<file path="src/design/stack_pattern_eraser_macros.svh">
// ----------------------------------------------------------------------------
// stack pattern eraser assertion macros
// concurrent assertion wrappers, compiled out when NO_ASSERTIONS is defined
// ----------------------------------------------------------------------------
`ifndef STACK_PATTERN_ERASER_MACROS_SVH
`define STACK_PATTERN_ERASER_MACROS_SVH

`ifndef NO_ASSERTIONS
// checked only out of reset
`define SPE_ASSERT(lbl, prop, msg) \
  lbl: assert property (@(posedge clk_i) disable iff (!rst_ni) prop) else $error(msg);
// checked on every edge, reset included
`define SPE_ASSERT_ALWAYS(lbl, prop, msg) \
  lbl: assert property (@(posedge clk_i) prop) else $error(msg);
`else
`define SPE_ASSERT(lbl, prop, msg)
`define SPE_ASSERT_ALWAYS(lbl, prop, msg)
`endif

`endif

</file>
<file path="src/design/spe_pkg.sv">
// ----------------------------------------------------------------------------
// spe_pkg
// shared types, constants and helpers of the stack pattern eraser
// ----------------------------------------------------------------------------
package spe_pkg;

  localparam int unsigned STACK_DEPTH_DEFAULT = 4096;
  localparam int unsigned MAX_PATTERN_DEFAULT = 16;

  localparam int unsigned LEN_W   = 5;
  localparam int unsigned CHAR_W  = 8;
  localparam int unsigned INDEX_W = 12;
  localparam int unsigned DEPTH_W = 13;
  localparam int unsigned CFG_W   = 64;
  localparam int unsigned CFG_IDX_W = 2;
  localparam int unsigned PAT_CHARS = 16;

  localparam logic [CFG_IDX_W-1:0] CFG_PATTERN_LENGTH = 2'd0;
  localparam logic [CFG_IDX_W-1:0] CFG_PATTERN_LOW    = 2'd1;
  localparam logic [CFG_IDX_W-1:0] CFG_PATTERN_HIGH   = 2'd2;

  localparam logic FUNC_PUSH = 1'b0;
  localparam logic FUNC_READ = 1'b1;

  typedef struct packed {
    logic               func;
    logic [CHAR_W-1:0]  in_char;
    logic [INDEX_W-1:0] read_index;
  } spe_in_t;

  typedef struct packed {
    logic [CHAR_W-1:0]  read_char;
    logic [DEPTH_W-1:0] stack_depth;
    logic               removed;
    logic               is_empty;
    logic               overflow;
  } spe_out_t;

  typedef struct packed {
    logic [LEN_W-1:0]                len;
    logic [PAT_CHARS*CHAR_W-1:0]     chars;
  } spe_pat_t;

  function automatic logic [CHAR_W-1:0] pat_char(
    input logic [PAT_CHARS*CHAR_W-1:0] chars,
    input logic [3:0]                  idx
  );
    pat_char = chars[idx*CHAR_W +: CHAR_W];
  endfunction

endpackage

</file>
<file path="src/design/spe_cfg.sv">
// ----------------------------------------------------------------------------
// spe_cfg
// pattern registers with length clamping
// ----------------------------------------------------------------------------
module spe_cfg #(
  parameter int unsigned MAX_PATTERN = spe_pkg::MAX_PATTERN_DEFAULT
) (
  input  logic                           clk_i,
  input  logic                           rst_ni,
  input  logic                           cfg_we_i,
  input  logic [spe_pkg::CFG_IDX_W-1:0]  cfg_index_i,
  input  logic [spe_pkg::CFG_W-1:0]      cfg_wdata_i,
  output spe_pkg::spe_pat_t              pat_o
);

  logic [spe_pkg::LEN_W-1:0] len_q;
  logic [spe_pkg::CFG_W-1:0] low_q;
  logic [spe_pkg::CFG_W-1:0] high_q;
  logic [spe_pkg::LEN_W-1:0] len_eff;

  always_ff @(posedge clk_i or negedge rst_ni) begin
    if (!rst_ni) begin
      len_q  <= spe_pkg::LEN_W'(1);
      low_q  <= '0;
      high_q <= '0;
    end else if (cfg_we_i) begin
      unique case (cfg_index_i)
        spe_pkg::CFG_PATTERN_LENGTH: len_q  <= cfg_wdata_i[spe_pkg::LEN_W-1:0];
        spe_pkg::CFG_PATTERN_LOW:    low_q  <= cfg_wdata_i;
        spe_pkg::CFG_PATTERN_HIGH:   high_q <= cfg_wdata_i;
        default: ;
      endcase
    end
  end

  always_comb begin
    len_eff = len_q;
    if (len_q == '0) begin
      len_eff = spe_pkg::LEN_W'(1);
    end else if (len_q > spe_pkg::LEN_W'(MAX_PATTERN)) begin
      len_eff = spe_pkg::LEN_W'(MAX_PATTERN);
    end
  end

  assign pat_o.len   = len_eff;
  assign pat_o.chars = {high_q, low_q};

endmodule

</file>
<file path="config.mk">
export PLATFORM = sky130hd
export DESIGN_NAME = spe_cfg
export DESIGN_NICKNAME = d
export VERILOG_FILES = /design/src/design/stack_pattern_eraser_macros.svh /design/src/design/spe_pkg.sv /design/src/design/spe_cfg.sv
export SDC_FILE = /design/constraint.sdc
export NUM_CORES = 1
export LEC_CHECK = 0
export BUFFER_PORTS_ARGS = -buffer_cell sky130_fd_sc_hd__buf_2
export CAP_MARGIN = 10
export CORE_MARGIN = 4
export CORE_UTILIZATION = 49
export CTS_BUF_LIST = sky130_fd_sc_hd__clkbuf_16
export DETAILED_ROUTE_END_ITERATION = 10
export PLACE_DENSITY = 0.79
export SLEW_MARGIN = 20
export SYNTH_ARGS = -nofsm -noshare
export SYNTH_HDL_FRONTEND = slang
export SYNTH_SLANG_ARGS = --single-unit
export TNS_END_PERCENT = 1
</file>
<file path="constraint.sdc">
create_clock -name clk_i -period 1.6 [get_ports clk_i]
set_clock_uncertainty 0.15 [all_clocks]
set_input_delay 0.32 -clock clk_i [delete_from_list [all_inputs] [get_ports clk_i]]
set_output_delay 0.32 -clock clk_i [all_outputs]
set_load 0.1 [all_outputs]
</file>
==> results of run 1 <==
## worst max-delay path by stage
| stage | from | endpoint | depth (start not counted) |
|---|---|---|---|
| floorplan | len_q[1] | pat_o[128] | 2 |
| global placement | len_q[1] | pat_o[128] | 3 |
| detailed placement | len_q[1] | pat_o[128] | 3 |
| CTS | len_q[2] | pat_o[128] | 3 |
| global route | len_q[2] | pat_o[128] | 3 |
| finish | len_q[2] | pat_o[128] | 3 |
## registers in the layout (all words and copies together), names as in the netlist
| name | count |
|---|---|
| low_q | 64 |
| len_q | 5 |
| high_q | 64 |
## routing by layer
metal | up-vias | routed length (um)
li1 | 1588 | -
met1 | 1838 | 5330
met2 | 150 | 7940
met3 | 43 | 823
met4 | 0 | 591
met5 | - | 0
## placed cells by master (no fill, tap or decap), drive strengths merged, types with 2 or more instances in the layout
master | Yosys | routed
clkinv | 0 | 7
clkbuf | 1 | 17
dlygate4sd3 | 0 | 47
mux2 | 133 | 133
nor2b | 3 | 3
inv | 1 | 3
buf | 14 | 232
nand3b | 2 | 2
dfrtp | 132 | 132
clkinvlp | 0 | 5
## final cells by class
type / count / share of cell area
tap: 140 / 0.0209
timing repair buffer: 279 / 0.276
antenna: 1 / 0.000298
inverter: 1 / 0.000447
clock buffer: 17 / 0.0506
sequential: 133 / 0.396
clock inverter: 15 / 0.0136
multi-input combinational: 141 / 0.242
## per-stage QoR
step           hold slack [ps]  setup TNS (ps)  utilization
2_1_floorplan             -126            -632            -
3_3_place_gp              71.3               0        0.643
3_5_place_dp              68.7           -9.79        0.643
4_1_cts                  0.117            -927        0.766
5_1_grt                   3.19           -1200        0.772
6_report                  19.7            -968        0.772
## what timing repair did
action,CTS,global route
cloned,0,0
resized for setup,126,12
setup endpoints to repair,129,17
setup buffers,3,1
hold buffers,47,0
endpoints found under the hold margin,208,0
pin swaps,2,1
## report_power, final
| group | switching [mW] | internal, mW | leakage, nW | total (mW) |
|---|---|---|---|---|
| clock network | 1.44 | 2.11 | 0.249 | 3.55 |
| logic | 5.62 | 2.02 | 2.55 | 7.64 |
| registers | 0.471 | 4.01 | 1.57 | 4.49 |
## cells by family (layout without fill, tap and decap cells)
group	Yosys count	in the layout	share of synthesized area
buffers and inverters	16	312	0.0287
AND/OR/NAND/NOR	7	7	0.00957
AO/OA/AOI/OAI	1	1	0.000910
multiplexers	133	133	0.355
flip-flops	133	133	0.606
other	0	1	0
## worst reg2reg max path, stage by stage, from the launching register on
cell     delay [ps]
dfrtp_1         390
buf_4           140
buf_4           130
mux2_2          250
==> key figures, run 1 <==
GRT
  – Global-route usage over all layers: 0.236
  – Largest net degree at the start of global routing: 35
  – Initial antenna violation count: 1
  – Met2 GRT Util: 0.420
  – GRT Max-Usage Layer: met2
  – GRT overflow: 0
  – First-pass GRT wire length: 22800 um
  – GRT met1 Usage: 0.253
  – Vias in the first global route: 4101
  – GR met3 Demand/Resource: 0.0647

STA
  – Max Freq: 489 MHz
  – Final-report max-slew violation count: 0
  – Hold Vio Cnt, Final: 0
  – Max-slew headroom: 0.804
  – Tightest Pin Transition: 296 ps
  – RSZ-0062 raised after global routing: yes
  – Final worst setup slack: -444 ps
  – Crit path time final: 2040 ps
  – # setup viols final: 4
  – Final cycle utilization of the critical path: 1.28

Setup path
  – Setup Crit Path Kind: register to primary output
  – Crit path max-delay family: simple AND/OR/NAND/NOR gates
  – R2R Path Start: len_q[2]
  – Worst endpoint data arrival time: 1570 ps
  – Reg2Reg Depth: 3
  – Worst Path Max Fanout: 2
  – Crit path largest cell delay: 400 ps
  – Worst reg2reg path endpoint: len_q[2]
  – Critical Path Sink Type: primary output
  – Flop2flop setup slack: 420 ps
  – Critical path required time: 1130 ps
  – Critical path buffer and inverter count: 1
  – Cell Chain, Critical Path: or3_4 -> a21oi_4 -> buf_12
  – Slowest cell on crit path: or3_4
  – Critical path startpoint category: register

Final layout
  – Final instance area: 0.00840 mm2
  – Layout overhead on the synthesized area: 52.9%
  – Nets: 642
  – Layout cell share with drive strength beyond 1: 0.683
  – # fillers: 611
  – Multi-input gate area: 0.00203 mm2
  – Seq. cell area: 0.00333 mm2
  – Non-filler cells, final: 727

Logic synthesis
  – Yosys warnings: 0
  – Main flop type after synthesis: dfrtp_1
  – Synth Cell Area: 0.00549 mm2
  – Cells after synthesis: 290
  – Sequential element share of the synthesized area: 0.606
  – Synth cell types: 13
  – Most area-hungry cell type in the Yosys netlist: dfrtp_1
  – Post-synth ARST share: 1.00
  – Synth top area cells: dfrtp_1 (60%), mux2_4 (33%), mux2_2 (2.7%)
  – Top cells by count, synth: dfrtp_1 (132), mux2_4 (120), mux2_2 (13), buf_6 (12), nor2b_1 (3)
  – Top-count cell post-synth: dfrtp_1
  – Number of flops mapped to enable cells by yosys: 0
  – Area share of the largest cell type after synthesis: 0.601
  – Synthesized flop and latch total: 133
  – Mean Syn Cell Area: 18.9 um2
  – Net Count, Synth: 359

CTS
  – Clock sinks: 133
  – H-tree levels: 4
  – Clock Tree Buf Depth: 2
  – Clock insertion delay at the later pin of the skew report: 410 ps
  – CTS tree: yes
  – Clock transition at path regs: 60 ps
  – Root Driver: clkbuf_16
  – CTS Buf Count: 17

Place
  – Hpwl dp: 9380 um
  – Post-Place Cells: 643
  – Post-Place Worst Slack: -9.79 ps
  – Placed standard-cell area: 0.00700 mm2
  – GP Congestion: 0.762
  – I/O Buffers: 201

Floorplan
  – Die height: 114 um
  – Starting Density: 0.504
  – IO Pins: 202
  – Die X-Extent: 114 um
  – Row count: 38
  – Die area: 0.0130 mm2
  – Core area: 0.0109 mm2

Status
  – Outcome: finished, violations left
  – Failing checks: negative setup slack

Routing
  – DR vias: 3619
  – Initial drt markers: 195
  – Avg Vias per Cell: 4.98
  – Post-route ant nets: 0
  – Avg WL per Cell: 20.2 um
  – # DRC: 0
  – Pre-antenna DRT Iters: 4
  – Final WL: 14700 um

Min path
  – Worst hold path endpoint: low_q[59]
  – Worst hold path depth: 2
  – Min-delay worst type: input pin to register
  – Min-delay src: cfg_wdata_i[59]

Run
  – Maxcap violations: 0

Pwr
  – Maximum vdd ir drop: 1.23 mV
  – Power Density: 1870 mW/mm2
  – P_leak: 4.37 nW
  – Overall power: 15.7 mW
Note: power is estimated with default switching activity, not from simulation.
==> inputs of run 2 (changes only) <==
MAX_ROUTING_LAYER = met4   (was unset)
RECOVER_POWER = 100   (was unset)
==> run 2 against run 1 <==
  * The run ends with negative hold slack, negative setup slack left
  * Register-to-register slack is essentially flat
  * Highest routed layer unchanged
  * Setup slack lost 6.4 ps
  * Final cell count is the same
  * Global-route usage grew 0.76 points
  * Critical endpoint unchanged
==> key figures, run 2 (synthesized netlist as in run 1, its figures left out) <==
Status
  – Outcome: finished, violations left
  – Failing checks: negative hold slack, negative setup slack

Setup path
  – R2R Path Start: len_q[2]
  – Worst reg2reg path endpoint: len_q[2]
  – Reg2Reg Depth: 3 (unchanged)
  – Setup Crit Path Kind: register to primary output
  – Flop2flop setup slack: 420 ps (about the same)
  – Critical Path Sink Type: primary output
  – Critical path required time: 1130 ps (about the same)
  – Worst endpoint data arrival time: 1580 ps (about the same)
  – Cell Chain, Critical Path: or3_4 -> a21oi_4 -> buf_12
  – Crit path largest cell delay: 400 ps (about the same)
  – Slowest cell on crit path: or3_4
  – Critical path startpoint category: register
  – Worst Path Max Fanout: 2 (unchanged)

CTS
  – Clock Tree Buf Depth: 2 (unchanged)
  – CTS tree: yes
  – Clock transition at path regs: 60 ps (about the same)
  – CTS Buf Count: 17 (unchanged)
  – Clock insertion delay at the later pin of the skew report: 410 ps (about the same)
  – Root Driver: clkbuf_16
  – H-tree levels: 4 (unchanged)
  – Clock sinks: 133 (unchanged)

Final layout
  – Nets: 642 (unchanged)
  – Layout overhead on the synthesized area: 44.7%
  – # fillers: 732 (+20%)
  – Largest regs: high_q: 64 flops, low_q: 64 flops, len_q: 5 flops
  – Layout cell share with drive strength beyond 1: 0.546 (-0.137)
  – Most frequent cells in the layout: dfrtp_1 (131), buf_4 (116), buf_2 (65), mux2_1 (63), mux2_4 (57)
  – Non-filler cells, final: 727 (unchanged)
  – Commonest non-fill, non-tap cell in the layout: dfrtp_1

STA
  – Final worst setup slack: -450 ps (-6.42 ps)
  – Tightest Pin Transition: 493 ps (+197 ps)
  – Max-slew headroom: 0.671 (-0.133)
  – Hold Vio Cnt, Final: 1 (+1)
  – RSZ-0062 raised after global routing: yes
  – Crit path time final: 2050 ps (+6.42 ps)
  – Max Freq: 488 MHz (-0.31%)
  – Final cycle utilization of the critical path: 1.28 (+0.00401)
  – # setup viols final: 4 (unchanged)
  – Hold WS: -0.224 ps (-19.9 ps)
  – Final-report max-slew violation count: 0 (unchanged)
  – Setup TNS: -974 ps (-5.85 ps)

Min path
  – Min-delay worst type: input pin to register
  – Min-delay src: cfg_wdata_i[25]
  – Worst hold path endpoint: low_q[25]
  – Worst hold path depth: 2 (unchanged)

GRT
  – Largest net degree at the start of global routing: 35 (unchanged)
  – GRT overflow: 0 (unchanged)
  – Global-route usage over all layers: 0.244 (+0.00763)
  – Vias in the first global route: 4096 (-0.12%)
  – First-pass GRT wire length: 22900 um (+0.18%)
  – Initial antenna violation count: 1 (unchanged)

Floorplan
  – Core area: 0.0109 mm2 (unchanged)
  – Die height: 114 um (unchanged)
  – Die X-Extent: 114 um (unchanged)
  – Row count: 38 (unchanged)
  – Starting Density: 0.504 (unchanged)
  – IO Pins: 202 (unchanged)
  – Die area: 0.0130 mm2 (unchanged)

Pwr
  – P_leak: 3.94 nW (-9.9%)
  – Power Density: 1930 mW/mm2 (+3.3%)
  – Maximum vdd ir drop: 1.23 mV (about the same)

Place
  – Post-Place Cells: 643 (unchanged)
  – GP Congestion: 0.772 (+1.3%)
  – Hpwl dp: 9380 um (unchanged)
  – I/O Buffers: 201 (unchanged)

Routing
  – Final WL: 14600 um (-0.90%)
  – Pre-antenna DRT Iters: 5 (+1)
  – Initial drt markers: 177 (-9.2%)
  – # DRC: 0 (unchanged)
  – Avg Vias per Cell: 4.97 (-0.19%)
  – Post-route ant nets: 0 (unchanged)
  – Avg WL per Cell: 20.0 um (-0.90%)
  – DR vias: 3612 (-0.19%)

Run
  – Maxcap violations: 0 (unchanged)
-- run 2: changes by cell type in the layout (fill, tap and decap cells not counted) --
| cell | change |
|---|---|
| clkbuf_2 | +5 |
| buf_6 | +5 |
| mux2_1 | +63 |
| clkbuf_4 | +8 |
| buf_4 | -19 |
| nor3b_1 | +1 |
| buf_12 | -13 |
| clkbuf_1 | +16 |
| nor3b_2 | -1 |
| mux2_4 | -63 |
| buf_2 | -2 |
-- run 2: final cells by class --
class	count	area, um2	area share
repair buffers	279	2100	0.265
well taps	140	175	0.0220
inverters	1	3.75	0.000472
diodes	1	2.50	0.000315
multi-input cells	141	1790	0.226
clock inverters	15	114	0.0143
clock buffers	17	425	0.0535
flip-flops and latches	133	3330	0.419
-- run 2: worst max-delay path: cells and delay by family (launching register included) --
| kind | cells | cell delay (ps) |
|---|---|---|
| AO/OA/AOI/OAI | 1 | 190 |
| AND/OR/NAND/NOR | 1 | 400 |
| buffers and inverters | 1 | 200 |
| flip-flops | 1 | 390 |
-- run 2: metal layers --
layer	track usage	up-vias	share of wire	routed length, um
met1	0.258	1829	0.36	5310
met5	-	-	0	0
li1	-	1590	-	-
met2	0.421	149	0.55	7950
met4	0.130	0	0.041	601
met3	0.0578	44	0.048	694
-- run 2: report_power, final --
part	switching (mW)	internal [mW]	total (mW)
registers	0.452	4.01	4.47
clock network	1.44	2.11	3.55
logic	5.59	1.71	7.30
-- run 2: worst max-delay path by stage --
stage	cells past startpoint	startpoint	to	slack, ps
global placement	3	len_q[1]	pat_o[128]	10
CTS	3	len_q[2]	pat_o[128]	-470
global route	3	len_q[2]	pat_o[128]	-500
floorplan	2	len_q[1]	pat_o[128]	-190
finish	3	len_q[2]	pat_o[128]	-450
detailed placement	3	len_q[1]	pat_o[128]	-10
-- run 2: what timing repair did --
action / in CTS / in global routing
endpoints found under the hold margin: 208 / 0
hold buffers: 47 / 0
resized for setup: 126 / 14
pin swaps: 2 / 1
endpoints found under the setup margin: 129 / 19
buffers inserted: 3 / 1
-- run 2: stage by stage --
stage,area (um2),utilization,worst slack (ps),power (mW)
3_5_place_dp,7000,0.643,-9.79,11.5
3_3_place_gp,7000,0.643,13.8,11.4
6_report,7950,0.730,-450,15.3
4_1_cts,8350,0.766,-467,15.6
2_1_floorplan,5520,-,-190,10.2
5_1_grt,7950,0.730,-498,15.8
